## src/hw/rtl/crp_pkg.sv

```systemverilog
`timescale 1ns / 1ps
// ----------------------------------------------------------------------------
// Color ramp package
// Shared types and codes for the color ramp controller and datapath.
// ----------------------------------------------------------------------------
package crp_pkg;

  localparam int unsigned OffW  = 17;
  localparam int unsigned ChW   = 16;
  localparam int unsigned NumCh = 5;

  // Operation codes.
  localparam logic [1:0] OP_CLEAR  = 2'd0;
  localparam logic [1:0] OP_INSERT = 2'd1;
  localparam logic [1:0] OP_LOOKUP = 2'd2;

  // Status codes.
  localparam logic [1:0] ST_OK    = 2'd0;
  localparam logic [1:0] ST_FULL  = 2'd1;
  localparam logic [1:0] ST_EMPTY = 2'd2;

  // One stop: offset plus red, green, blue, filter and transmit.
  typedef struct packed {
    logic [OffW-1:0]             off;
    logic [NumCh-1:0][ChW-1:0]   ch;
  } crp_entry_t;

  // Commands from the controller to the datapath.
  typedef struct packed {
    logic       capture;
    logic       cnt_clear;
    logic       cnt_inc;
    logic       ptr_load_used;
    logic       ptr_clear;
    logic       ptr_dec;
    logic       ptr_inc;
    logic       mem_rd;
    logic       rd_prev;
    logic       wr_shift;
    logic       wr_new;
    logic       scan_cmp;
    logic       div_init;
    logic       div_step;
    logic       blend;
    logic [2:0] ch_sel;
    logic       res_load_lo;
    logic       out_load;
    logic [1:0] status;
  } crp_cmd_t;

  // Status from the datapath to the controller.
  typedef struct packed {
    logic [1:0] op;
    logic       full;
    logic       empty;
    logic       ptr_zero;
    logic       new_lt_rd;
    logic       scan_last;
    logic       interp;
  } crp_sts_t;

endpackage

```

## src/hw/rtl/color_ramp_interpolator_core.sv

```systemverilog
`timescale 1ns / 1ps
// ----------------------------------------------------------------------------
// Color ramp interpolator core
// Sorted table of color stops with clear, insert and interpolating lookup.
// ----------------------------------------------------------------------------
// The core keeps up to MAX_STOPS color stops sorted by offset in a single
// stop memory with one write port and one registered read port. Each input
// transaction is one operation: clear resets the stop count; insert walks
// down from the top of the table, moving larger stops up one slot; lookup
// reads every held stop once, then runs a restoring divider for the
// fraction and blends the five channels through one shared multiplier.
// One transaction is processed at a time; a finished result sits in the
// output register so that the next input transaction is taken while the
// previous result still waits.
// ----------------------------------------------------------------------------
module color_ramp_interpolator_core #(
  parameter int unsigned MAX_STOPS = 16
) (
  input  logic        clk_i,
  input  logic        rst_ni,
  input  logic        in_valid_i,
  output logic        in_ready_o,
  input  logic [1:0]  operation_i,
  input  logic [16:0] entry_offset_i,
  input  logic [15:0] entry_red_i,
  input  logic [15:0] entry_green_i,
  input  logic [15:0] entry_blue_i,
  input  logic [15:0] entry_filter_i,
  input  logic [15:0] entry_transmit_i,
  input  logic [15:0] position_i,
  output logic        out_valid_o,
  input  logic        out_ready_i,
  output logic [1:0]  status_o,
  output logic [15:0] out_red_o,
  output logic [15:0] out_green_o,
  output logic [15:0] out_blue_o,
  output logic [15:0] out_filter_o,
  output logic [15:0] out_transmit_o,
  output logic [4:0]  stop_count_o
);

  // Command and status buses between the sequencer and the datapath.
  crp_pkg::crp_cmd_t cmd;
  crp_pkg::crp_sts_t sts;

  // The controller owns the handshakes and the operation sequence.
  crp_ctrl u_ctrl (
    .clk_i       (clk_i),
    .rst_ni      (rst_ni),
    .in_valid_i  (in_valid_i),
    .in_ready_o  (in_ready_o),
    .out_valid_o (out_valid_o),
    .out_ready_i (out_ready_i),
    .sts_i       (sts),
    .cmd_o       (cmd)
  );

  // The datapath holds the stops, the divider, the blend unit and the
  // output payload registers.
  crp_datapath #(
    .MAX_STOPS (MAX_STOPS)
  ) u_datapath (
    .clk_i            (clk_i),
    .rst_ni           (rst_ni),
    .cmd_i            (cmd),
    .sts_o            (sts),
    .operation_i      (operation_i),
    .entry_offset_i   (entry_offset_i),
    .entry_red_i      (entry_red_i),
    .entry_green_i    (entry_green_i),
    .entry_blue_i     (entry_blue_i),
    .entry_filter_i   (entry_filter_i),
    .entry_transmit_i (entry_transmit_i),
    .position_i       (position_i),
    .status_o         (status_o),
    .out_red_o        (out_red_o),
    .out_green_o      (out_green_o),
    .out_blue_o       (out_blue_o),
    .out_filter_o     (out_filter_o),
    .out_transmit_o   (out_transmit_o),
    .stop_count_o     (stop_count_o)
  );

endmodule

```

## src/hw/rtl/crp_datapath.sv

```systemverilog
`timescale 1ns / 1ps
// ----------------------------------------------------------------------------
// Color ramp datapath
// Stop memory, scan registers, serial divider, shared blend multiplier and
// result registers.
// ----------------------------------------------------------------------------
module crp_datapath #(
  parameter int unsigned MAX_STOPS = 16
) (
  input  logic                clk_i,
  input  logic                rst_ni,
  input  crp_pkg::crp_cmd_t   cmd_i,
  output crp_pkg::crp_sts_t   sts_o,
  input  logic [1:0]          operation_i,
  input  logic [16:0]         entry_offset_i,
  input  logic [15:0]         entry_red_i,
  input  logic [15:0]         entry_green_i,
  input  logic [15:0]         entry_blue_i,
  input  logic [15:0]         entry_filter_i,
  input  logic [15:0]         entry_transmit_i,
  input  logic [15:0]         position_i,
  output logic [1:0]          status_o,
  output logic [15:0]         out_red_o,
  output logic [15:0]         out_green_o,
  output logic [15:0]         out_blue_o,
  output logic [15:0]         out_filter_o,
  output logic [15:0]         out_transmit_o,
  output logic [4:0]          stop_count_o
);

  localparam int unsigned CW = $clog2(MAX_STOPS + 1);
  localparam int unsigned IW = (MAX_STOPS > 1) ? $clog2(MAX_STOPS) : 1;

  crp_pkg::crp_entry_t mem_q [MAX_STOPS];
  crp_pkg::crp_entry_t rd_q, new_q, lo_q, hi_q;

  logic [CW-1:0]  used_q, ptr_q, ptr_next;
  logic [CW-1:0]  lo_idx_q, hi_idx_q;
  logic           have_hi_q;
  logic [1:0]     op_q;
  logic [15:0]    pos_q;
  logic [17:0]    rem_q;
  logic [17:0]    rem_dbl;
  logic [16:0]    den;
  logic [15:0]    quo_q;
  logic [4:0][15:0] res_q;

  logic [IW-1:0]  wr_addr, rd_addr;
  logic [16:0]    pos_ext;
  logic [15:0]    ch_lo, ch_hi;
  logic signed [16:0] diff;
  logic signed [33:0] prod;
  logic [15:0]    blended;

  logic [1:0]     out_status_q;
  logic [4:0][15:0] out_ch_q;
  logic [4:0]     out_cnt_q;

  assign pos_ext  = {1'b0, pos_q};
  assign ptr_next = ptr_q + CW'(1);
  assign wr_addr  = ptr_q[IW-1:0];
  assign rd_addr  = cmd_i.rd_prev ? IW'(ptr_q - CW'(1)) : ptr_q[IW-1:0];
  assign den      = hi_q.off - lo_q.off;
  assign rem_dbl  = {rem_q[16:0], 1'b0};

  assign ch_lo   = lo_q.ch[cmd_i.ch_sel];
  assign ch_hi   = hi_q.ch[cmd_i.ch_sel];
  assign diff    = $signed({1'b0, ch_hi}) - $signed({1'b0, ch_lo});
  assign prod    = diff * $signed({1'b0, quo_q});
  // Arithmetic shift gives the floor for negative products.
  assign blended = ch_lo + prod[31:16];

  assign sts_o.op        = op_q;
  assign sts_o.full      = (used_q >= CW'(MAX_STOPS));
  assign sts_o.empty     = (used_q == '0);
  assign sts_o.ptr_zero  = (ptr_q == '0);
  assign sts_o.new_lt_rd = (new_q.off < rd_q.off);
  assign sts_o.scan_last = (ptr_next == used_q);
  assign sts_o.interp    = have_hi_q && (hi_idx_q != lo_idx_q) &&
                           (hi_q.off > lo_q.off) && (pos_ext >= lo_q.off);

  always_ff @(posedge clk_i or negedge rst_ni) begin
    if (!rst_ni) begin
      used_q <= '0;
    end else if (cmd_i.cnt_clear) begin
      used_q <= '0;
    end else if (cmd_i.cnt_inc) begin
      used_q <= used_q + CW'(1);
    end
  end

  // Stop memory: one write and one registered read per cycle.
  always_ff @(posedge clk_i) begin
    if (cmd_i.wr_shift) begin
      mem_q[wr_addr] <= rd_q;
    end else if (cmd_i.wr_new) begin
      mem_q[wr_addr] <= new_q;
    end
    if (cmd_i.mem_rd) begin
      rd_q <= mem_q[rd_addr];
    end
  end

  always_ff @(posedge clk_i) begin
    if (cmd_i.capture) begin
      op_q      <= operation_i;
      pos_q     <= position_i;
      new_q.off <= entry_offset_i;
      new_q.ch  <= {entry_transmit_i, entry_filter_i, entry_blue_i,
                    entry_green_i, entry_red_i};
      have_hi_q <= 1'b0;
      res_q     <= '0;
    end
    if (cmd_i.ptr_load_used) begin
      ptr_q <= used_q;
    end else if (cmd_i.ptr_clear) begin
      ptr_q <= '0;
    end else if (cmd_i.ptr_dec) begin
      ptr_q <= ptr_q - CW'(1);
    end else if (cmd_i.ptr_inc) begin
      ptr_q <= ptr_next;
    end
    if (cmd_i.scan_cmp) begin
      if ((ptr_q == '0) || (rd_q.off <= pos_ext)) begin
        lo_q     <= rd_q;
        lo_idx_q <= ptr_q;
      end
      if (!have_hi_q && (rd_q.off >= pos_ext)) begin
        hi_q      <= rd_q;
        hi_idx_q  <= ptr_q;
        have_hi_q <= 1'b1;
      end
    end
    if (cmd_i.div_init) begin
      rem_q <= {2'b00, pos_q - lo_q.off[15:0]};
      quo_q <= '0;
    end else if (cmd_i.div_step) begin
      if (rem_dbl >= {1'b0, den}) begin
        rem_q <= rem_dbl - {1'b0, den};
        quo_q <= {quo_q[14:0], 1'b1};
      end else begin
        rem_q <= rem_dbl;
        quo_q <= {quo_q[14:0], 1'b0};
      end
    end
    if (cmd_i.res_load_lo) begin
      res_q <= lo_q.ch;
    end else if (cmd_i.blend) begin
      res_q[cmd_i.ch_sel] <= blended;
    end
    if (cmd_i.out_load) begin
      out_status_q <= cmd_i.status;
      out_ch_q     <= res_q;
      out_cnt_q    <= 5'(used_q);
    end
  end

  assign status_o       = out_status_q;
  assign out_red_o      = out_ch_q[0];
  assign out_green_o    = out_ch_q[1];
  assign out_blue_o     = out_ch_q[2];
  assign out_filter_o   = out_ch_q[3];
  assign out_transmit_o = out_ch_q[4];
  assign stop_count_o   = out_cnt_q;

endmodule

```

## src/hw/rtl/crp_ctrl.sv

```systemverilog
`timescale 1ns / 1ps
// ----------------------------------------------------------------------------
// Color ramp controller
// Sequences clear, insert and lookup transactions over the datapath.
// ----------------------------------------------------------------------------
module crp_ctrl (
  input  logic               clk_i,
  input  logic               rst_ni,
  input  logic               in_valid_i,
  output logic               in_ready_o,
  output logic               out_valid_o,
  input  logic               out_ready_i,
  input  crp_pkg::crp_sts_t  sts_i,
  output crp_pkg::crp_cmd_t  cmd_o
);

  typedef enum logic [3:0] {
    S_IDLE, S_DISPATCH, S_INS_CHK, S_INS_CMP, S_LK_RD, S_LK_CMP,
    S_LK_EVAL, S_DIV, S_BLEND, S_FIN
  } state_e;

  state_e     state_q, state_d;
  logic [3:0] step_q, step_d;
  logic [1:0] st_q, st_d;
  logic       out_valid_q, out_valid_d;
  logic       out_free;

  assign in_ready_o  = (state_q == S_IDLE);
  assign out_valid_o = out_valid_q;
  assign out_free    = !out_valid_q || out_ready_i;

  always_comb begin
    cmd_o        = '0;
    cmd_o.ch_sel = step_q[2:0];
    cmd_o.status = st_q;
    state_d      = state_q;
    step_d       = step_q;
    st_d         = st_q;
    out_valid_d  = out_valid_q && !out_ready_i;
    case (state_q)
      S_IDLE: begin
        if (in_valid_i) begin
          cmd_o.capture = 1'b1;
          st_d          = crp_pkg::ST_OK;
          state_d       = S_DISPATCH;
        end
      end
      S_DISPATCH: begin
        case (sts_i.op)
          crp_pkg::OP_CLEAR: begin
            cmd_o.cnt_clear = 1'b1;
            state_d         = S_FIN;
          end
          crp_pkg::OP_INSERT: begin
            if (sts_i.full) begin
              st_d    = crp_pkg::ST_FULL;
              state_d = S_FIN;
            end else begin
              cmd_o.ptr_load_used = 1'b1;
              state_d             = S_INS_CHK;
            end
          end
          crp_pkg::OP_LOOKUP: begin
            if (sts_i.empty) begin
              st_d    = crp_pkg::ST_EMPTY;
              state_d = S_FIN;
            end else begin
              cmd_o.ptr_clear = 1'b1;
              state_d         = S_LK_RD;
            end
          end
          default: state_d = S_FIN;
        endcase
      end
      S_INS_CHK: begin
        if (sts_i.ptr_zero) begin
          cmd_o.wr_new  = 1'b1;
          cmd_o.cnt_inc = 1'b1;
          state_d       = S_FIN;
        end else begin
          cmd_o.mem_rd  = 1'b1;
          cmd_o.rd_prev = 1'b1;
          state_d       = S_INS_CMP;
        end
      end
      S_INS_CMP: begin
        if (sts_i.new_lt_rd) begin
          cmd_o.wr_shift = 1'b1;
          cmd_o.ptr_dec  = 1'b1;
          state_d        = S_INS_CHK;
        end else begin
          cmd_o.wr_new  = 1'b1;
          cmd_o.cnt_inc = 1'b1;
          state_d       = S_FIN;
        end
      end
      S_LK_RD: begin
        cmd_o.mem_rd = 1'b1;
        state_d      = S_LK_CMP;
      end
      S_LK_CMP: begin
        cmd_o.scan_cmp = 1'b1;
        if (sts_i.scan_last) begin
          state_d = S_LK_EVAL;
        end else begin
          cmd_o.ptr_inc = 1'b1;
          state_d       = S_LK_RD;
        end
      end
      S_LK_EVAL: begin
        if (sts_i.interp) begin
          cmd_o.div_init = 1'b1;
          step_d         = '0;
          state_d        = S_DIV;
        end else begin
          cmd_o.res_load_lo = 1'b1;
          state_d           = S_FIN;
        end
      end
      S_DIV: begin
        cmd_o.div_step = 1'b1;
        step_d         = step_q + 4'd1;
        if (step_q == 4'd15) begin
          state_d = S_BLEND;
        end
      end
      S_BLEND: begin
        cmd_o.blend = 1'b1;
        step_d      = step_q + 4'd1;
        if (step_q == 4'd4) begin
          state_d = S_FIN;
        end
      end
      S_FIN: begin
        if (out_free) begin
          cmd_o.out_load = 1'b1;
          out_valid_d    = 1'b1;
          state_d        = S_IDLE;
        end
      end
      default: state_d = S_IDLE;
    endcase
  end

  always_ff @(posedge clk_i or negedge rst_ni) begin
    if (!rst_ni) begin
      state_q     <= S_IDLE;
      step_q      <= '0;
      st_q        <= crp_pkg::ST_OK;
      out_valid_q <= 1'b0;
    end else begin
      state_q     <= state_d;
      step_q      <= step_d;
      st_q        <= st_d;
      out_valid_q <= out_valid_d;
    end
  end

endmodule

```

## config.mk

```make
export PLATFORM = sky130hd
export DESIGN_NAME = color_ramp_interpolator_core
export DESIGN_NICKNAME = d
export VERILOG_FILES = /design/src/hw/rtl/crp_pkg.sv /design/src/hw/rtl/color_ramp_interpolator_core.sv /design/src/hw/rtl/crp_datapath.sv /design/src/hw/rtl/crp_ctrl.sv
export SDC_FILE = /design/constraint.sdc
export NUM_CORES = 2
export LEC_CHECK = 0
export BUFFER_PORTS_ARGS = -buffer_cell sky130_fd_sc_hd__buf_2
export CAP_MARGIN = 20
export CORE_ASPECT_RATIO = 2
export CORE_MARGIN = 3
export CORE_UTILIZATION = 55
export DETAILED_ROUTE_END_ITERATION = 8
export GPL_TIMING_DRIVEN = 0
export PLACE_DENSITY = 0.71
export SLEW_MARGIN = 30
export SYNTH_ARGS = -nofsm -noshare
export SYNTH_HDL_FRONTEND = slang
export SYNTH_SLANG_ARGS = --single-unit
```

## constraint.sdc

```tcl
create_clock -name clk_i -period 18 [get_ports clk_i]
set_input_delay 0.9 -clock clk_i [delete_from_list [all_inputs] [get_ports clk_i]]
set_output_delay 0.9 -clock clk_i [all_outputs]
set_load 0.03 [all_outputs]
```

* Word-level counts from Yosys, hierarchy flattened *
Memory sizes are Yosys's and may differ from the RTL's. A register that Yosys moved wholly into a read port is not among the register bits.
Index checks and enable logic that the tools add are counted.

storage, ports and cells
  ROM bits = 0
  bits in latches = 0
  bits in registers = 541
  word-level logic and storage cells = 193
  memory bits (writable) = 1552
  memories kept = 1

memory list
  name              depth  bits a word  read ports  clocked after memory_dff  write ports  line                RTL
  u_datapath.mem_q  16     97           1           1                         1            crp_datapath.sv:34  crp_pkg::crp_entry_t mem_q [MAX_STOPS];

cells by class
  multiply operators = 1
  add/sub/neg operators = 9
  bitwise gates (word level) = 1
  eq/ne operators = 23
  shift-type cells = 0
  mux-type cells = 79
  divide/modulo/power cells = 0
  order comparisons = 9
  reduce and logical (&&, ||, !) cells = 26

operator list
  kind                                                                   count
  80-bit 2-to-1 mux                                                      3
  97-bit 2-to-1 mux                                                      1
  16-bit binary-select mux with 3-bit select                             2
  80-bit bitwise mux                                                     1
  16-bit 2-to-1 mux                                                      5
  16-bit demux with 3-bit select                                         1
  4-bit 2-to-1 mux                                                       11
  4-bit one-hot mux with 10 select lines                                 1
  1-bit 2-to-1 mux                                                       35
  17-bit subtractor                                                      2
  17-bit by 17-bit multiplier with 32-bit output                         1
  5-bit 2-to-1 mux                                                       6
  4-bit by 3-bit equality test with 1-bit output, second input constant  5
  18-bit by 17-bit >= comparator with 1-bit output                       1
  16-bit by 17-bit >= comparator with 1-bit output                       1
  17-bit by 16-bit >= comparator with 1-bit output                       1
  17-bit > comparator                                                    1
  17-bit by 16-bit <= comparator with 1-bit output                       1
  17-bit < comparator                                                    1
  17-bit 2-to-1 mux                                                      1
  16-bit by 16-bit subtractor with 17-bit output                         1
  16-bit adder                                                           1
  4-bit one-hot mux with 2 select lines                                  2
  16-bit subtractor                                                      1
  other kinds (32)                                                       62

* Depth between registers and ports, before layout *
  depth after elaboration = 8
  gate-level depth with buffers = 53

* Hierarchy *
Synthesis repeated with hierarchy kept, for this count alone.

unflattened totals
  cell total of the unflattened synthesis = 5508
  area, all modules = 96834.1 um^2

modules (own cells, without submodules)
  module        cells each  times used  area each (um^2)  seq. area each (um^2)
  crp_datapath  5392        1           95900.7           64426.8
  crp_ctrl      116         1           933.4             275.3

* Least setup slack after synthesis *
Ideal clock, no wire load.

  kind = register to register
  start = register u_ctrl.step_q[0]
  end = register u_datapath.res_q[14] in the netlist's numbering
  clock period less this slack = 10810 ps
  stages on the path, launching flop included = 50
  library setup time = 121 ps
  arrival time = 10690 ps
  path slack = 7190 ps
  required time = 17879 ps
  cell sequence = dfrtp_1 > clkbuf_1 > clkbuf_1 > clkbuf_1 > mux2i_1 > nor2_1 > a21oi_1 > o21a_1 > inv_1 > ha_1 > nor2b_1 > o21ai_1 > a21boi_1 > o211ai_1 > nand2_1 > a41oi_1 > a21oi_1 > a2111o_1 > [... 14 more ...] > nand4_1 > a2bb2oi_1 > o21ai_0 > a31oi_1 > nand2_1 > nor3_1 > o21bai_1 > xor2_1 > ha_1 > and2_1 > o21ai_0 > o21ai_0 > o41ai_1 > o21bai_1 > a21oi_1 > xor2_1 > o21ai_0 > mux2_2

between the ends
  cells in the longest elaborated chain, start to end = 8
  elaborated cells between the ends (all ways) = 15
  those cells by class = add/sub: 2; mul: 1; order compare: 2; mux: 9; reduce/logical: 1

ends and longest elaborated chain
  item                                                           line                                    RTL
  start: declaration                                             crp_ctrl.sv:23                          logic [3:0] step_q, step_d;
  start signal: assignment                                       crp_ctrl.sv:153                         step_q <= step_d;
  16-bit binary-select mux with 3-bit select (on tied branches)  crp_datapath.sv:67, crp_datapath.sv:66
  16-bit 2-to-1 mux (on tied branches)                           crp_datapath.sv:67, crp_datapath.sv:66
  16-bit by 16-bit subtractor with 17-bit output                 crp_datapath.sv:68                      assign diff = $signed({1'b0, ch_hi}) - $signed({1'b0, ch_lo});
  17-bit by 17-bit multiplier with 32-bit output                 crp_datapath.sv:69                      assign prod = diff * $signed({1'b0, quo_q});
  16-bit adder                                                   crp_datapath.sv:71                      assign blended = ch_lo + prod[31:16];
  80-bit bitwise mux (*)                                         crp_datapath.sv:149                     res_q[cmd_i.ch_sel] <= blended;
  80-bit 2-to-1 mux (*)                                          crp_datapath.sv:148                     end else if (cmd_i.blend) begin
  80-bit 2-to-1 mux (*)                                          crp_datapath.sv:146                     if (cmd_i.res_load_lo) begin
  end signal: assignment                                         crp_datapath.sv:147                     res_q <= lo_q.ch;
  end signal: indexed assignment                                 crp_datapath.sv:149
  end: declaration                                               crp_datapath.sv:46                      logic [4:0][15:0] res_q;

Mark *: on every way between the ends. The rest lies on a longest branch, timed or not. The select of a mux whose other input is x is not followed.
A chain may end at the register's enable or synchronous reset.

* Final worst setup path *
  start = register u_ctrl.step_q[0]
  end = register u_datapath.res_q[30] in the netlist's numbering

Same word-level chain as after synthesis.

==> summary.md <==
| Metric | Value |
|---|---|
| Reg-to-Reg End | `u_datapath.res_q[30]` |
| Place WS | `roughly 3.2 ns` |
| Length of routed wiring on met1 | `90600 um` |
| Hold Crit Start | `entry_green_i[9]` |
| Total of endpoints with negative setup slack in the final report | `0` |
| Cells after synthesis | `about 5600` |
| Number of fillers in the final layout | `about 12000` |
| Worst Setup Path Type | `flip-flop to flip-flop` |
| Top cell type by total area after synthesis | `sky130_fd_sc_hd__edfxtp_1` |
| P&R area growth vs syn | `14.8%` |
| Critical Path Most Common Cell | `sky130_fd_sc_hd__fa_1` |
| HPWL after DPL | `196000 um` |
| Routed length on met3 | `21800 um` |
| Max IR drop VDD | `126 uV` |
| Number of global-route vias before repair | `56100` |
| Mapped Nets | `6183` |
| Max_slew headroom | `approximately 30%` |
| Number of warnings issued by yosys | `0` |
| Number of detailed-route iterations in the first pass | `8` |
| WHS | `0.200 ns` |
| Clock buffer depth | `4` |
| Placed Instances | `between 8000 and 9000` |
| Area share of the largest cell type after synthesis | `between 60% and 70%` |
| Count of state elements after synthesis | `2190` |
| Number of clock buffers inserted by TritonCTS | `between 150 and 200` |
| Launch point of the worst reg-to-reg path | `u_ctrl.step_q[0]` |
| Leading cell types by count after synthesis | `sky130_fd_sc_hd__edfxtp_1, sky130_fd_sc_hd__nand2_1, sky130_fd_sc_hd__mux4_2` |
| Data arrival time of the critical path | `approximately 16 ns` |
| Status | `complete, no violations` |
| Post-synth top flop | `sky130_fd_sc_hd__edfxtp_1` |
| Highest metal layer used by the detailed router | `met5` |
| Post-layout instance count excluding filler cells | `8582` |
| Initial drt markers | `5600` |
| Number of violations of the max-capacitance limit | `0` |
| Final hold violation count | `0` |
| Syn Std Cell Area | `0.0962 mm^2` |
| Sequential area share after synthesis | `67.2%` |
| Fmax achieved | `just under 70 MHz` |
| Area enclosed by the die boundary | `0.180 mm^2` |
| Synth cell types | `84` |
| Core region area | `approximately 0.17 mm^2` |
| Async S/R FF share, synth | `less than 1%` |
| Routed wire length | `277000 um` |
| Largest net degree at the start of global routing | `68` |
| Slew of the pin with the lowest slew margin | `1.05 ns` |
| First-pass GRT wire length | `397000 um` |
| Sort of element at the start of the critical path | `flip-flop` |
| Leakage dissipation | `between 0.03 and 0.04 uW` |
| Worst Hold Path EP | `u_datapath.new_q[25]` |
| Cells taking the most area after synthesis | `sky130_fd_sc_hd__edfxtp_1, sky130_fd_sc_hd__mux4_2, sky130_fd_sc_hd__fa_1` |
| Latest clock arrival within the worst-skew pair | `around 0.88 ns` |
| Clock transition at path regs | `0.07 ns` |
| Cell type of the slowest stage on the worst timing path | `sky130_fd_sc_hd__xnor2_1` |
| Largest stage delay on the critical path | `0.78 ns` |
| Most frequently used cell type in the post-synthesis netlist | `sky130_fd_sc_hd__edfxtp_1` |
| Width of the die | `between 300 and 400 um` |
| Post-route antenna net violation count | `0` |
| Mean routed wirelength per cell | `around 32 um` |
| Worst-case clock skew | `0.0982 ns` |
| Post-cts sizing count | `0` |
| Worst setup EP type | `flip-flop` |
| CTS tree | `built` |
| Syn Area/Cell | `17.2 um^2` |
| Die height | `~600 um` |
| Setup TNS after final layout | `0 ns` |
| Detail-routed via count per cell | `6.29` |
| I/O Buffers | `207` |
| Fin worst setup slack | `3.19 ns` |
| Number of cell rows | `roughly 220` |
| R2R depth | `47` |
| Number of antenna violations at the first check in global routing | `8` |
| Register-to-register setup slack | `between 3 and 4 ns` |
| Worst Hold Depth | `1` |
| Number of synthesized flops with an enable pin | `2076` |
| Post-route minimum period | `14.81 ns` |
| Number of vias after detailed routing | `53900` |
| Post-CTS setup repair buffer count | `0` |
| Clock Root Buffer | `sky130_fd_sc_hd__clkbuf_16` |
| Required time of the worst setup path | `around 19 ns` |
| Class of the tightest hold or removal check | `input port to flip-flop` |
| DR WL met2 | `143000 um` |
| Final clock period utilization by the worst path | `a little over 80%` |
| GRT Resource Usage Total | `31.2%` |
| Util after Layout | `63.6%` |
| Ratio of cells with drive above 1 in the final layout | `a little over a fifth` |
| DRC errors left | `0` |
| Total congestion overflow | `0` |
| Setup repair after global routing missed its margin | `no` |
| Power per cell area | `120 mW/mm^2` |
| H-tree lvl count | `4` |
| Global placer's final weighted congestion | `0.969` |
| Clock tree sinks | `2190` |
| Number of max-slew violations in the final report | `0` |
| Number of placed I/O pins | `between 200 and 250` |
| Nets@finish | `6736` |
| Highest net fanout along the worst path | `10` |
| Initial Utilization | `approximately 55%` |
-- worst max-delay path: cells and delay by family, from the launching register on --
kind | cells | cell delay [ns]
and+or+nand+nor | 9 | 1.64
adders and majority gates | 9 | 3.90
xor gates and xnor gates | 3 | 1.83
muxes | 2 | 0.57
buffers and inverters | 8 | 2.51
DFF | 1 | 0.37
AOI/OAI and AO/OA | 16 | 3.86
-- stage by stage --
stage	instance area (um^2)	power, uW
after floorplan	96200	7830
after global placement	100000	9040
after detailed placement	104000	9110
after CTS	110000	13200
after global routing	110000	13600
final	110000	13200
-- sequential cells by signal, indices dropped and copies added, names as in the netlist, 16 cells and up --
register and cells:
u_datapath.rd_q 97, u_datapath.rem_q 17, u_datapath.lo_q 97, u_datapath.quo_q 16
u_datapath.new_q 97, u_datapath.pos_q 16, u_datapath.hi_q 97, u_datapath.mem_q 1552
u_datapath.out_transmit_o 16, u_datapath.res_q 80, u_datapath.out_red_o 16, u_datapath.out_blue_o 16
u_datapath.out_green_o 16, u_datapath.out_filter_o 16
-- power breakdown --
| part | total (uW) | internal, uW | switching [uW] |
|---|---|---|---|
| registers | 6030 | 5870 | 160 |
| clock network | 4150 | 2300 | 1850 |
| logic | 3030 | 905 | 2130 |
-- metal layers --
layer / GRT usage [%] / up-vias
met5: 0 / -
met4: 19.0 / 4
met3: 5.17 / 922
met2: 54.1 / 3085
met1: 36.4 / 27700
li1: - / 22200
-- how the worst max path moves through the flow --
stage | depth (start not counted) | start | slack [ns] | to
floorplan | 49 | u_ctrl.step_q[0] | 7.19 | u_datapath.res_q[14]
global placement | 3 | u_ctrl.state_q[0] | 0.03 | u_datapath.rd_q[76]
detailed placement | 47 | u_ctrl.step_q[0] | 3.20 | u_datapath.res_q[14]
CTS | 47 | u_ctrl.step_q[0] | 3.21 | u_datapath.res_q[14]
global route | 47 | u_ctrl.step_q[0] | 2.53 | u_datapath.res_q[46]
finish | 47 | u_ctrl.step_q[0] | 3.19 | u_datapath.res_q[30]
-- cell type report --
| class | instances | area, um^2 | area share (%) |
|---|---|---|---|
| Inverter | 440 | 1660 | 1.50 |
| Sequential cell | 2190 | 64700 | 58.6 |
| Clock buffer | 217 | 4890 | 4.43 |
| Buffer | 244 | 1100 | 0.997 |
| Tap cell | 2289 | 2860 | 2.59 |
| Antenna cell | 7 | 17.5 | 0.0159 |
| Clock inverter | 120 | 1260 | 1.14 |
| Timing Repair Buffer | 362 | 4880 | 4.42 |
| Multi-Input combinational cell | 2713 | 29100 | 26.3 |
-- timing repair --
item	CTS	global route
hold buffers	1	0
endpoints found under the setup margin	0	0
endpoints found under the hold margin	16	0
-- layout by cell type, fill, tap and decap left out, types with 26 or more instances in the layout --
master / count
sky130_fd_sc_hd__mux2i_1: 26
sky130_fd_sc_hd__clkbuf_16: 191
sky130_fd_sc_hd__nor2_1: 147
sky130_fd_sc_hd__a31oi_1: 48
sky130_fd_sc_hd__a21oi_1: 141
sky130_fd_sc_hd__o21ai_0: 106
sky130_fd_sc_hd__mux4_2: 500
sky130_fd_sc_hd__and2_1: 102
sky130_fd_sc_hd__o21a_1: 33
sky130_fd_sc_hd__xor2_1: 38
sky130_fd_sc_hd__inv_1: 437
sky130_fd_sc_hd__edfxtp_1: 2076
sky130_fd_sc_hd__nand2_1: 568
sky130_fd_sc_hd__clkbuf_1: 152
sky130_fd_sc_hd__clkinv_1: 32
sky130_fd_sc_hd__ha_1: 207
sky130_fd_sc_hd__buf_16: 125
sky130_fd_sc_hd__nand2b_1: 28
sky130_fd_sc_hd__a21o_1: 36
sky130_fd_sc_hd__fa_1: 270
sky130_fd_sc_hd__nor3_1: 27
sky130_fd_sc_hd__buf_2: 308
sky130_fd_sc_hd__xnor2_1: 70
sky130_fd_sc_hd__and3_1: 38
sky130_fd_sc_hd__nand3_1: 40
sky130_fd_sc_hd__dfxtp_1: 98
sky130_fd_sc_hd__clkinv_2: 36
sky130_fd_sc_hd__nor2b_1: 40
-- logic make-up after synthesis --
| family | count (synthesis) | share of synthesized area, % |
|---|---|---|
| AOI/OAI and AO/OA | 509 | 3.30 |
| DFF | 2190 | 67.2 |
| xor gates and xnor gates | 116 | 1.08 |
| and+or+nand+nor | 1065 | 5.00 |
| buffers and inverters | 684 | 2.86 |
| muxes | 546 | 12.2 |
| adders and majority gates | 477 | 8.31 |
Power figures use the tool's default switching activity.
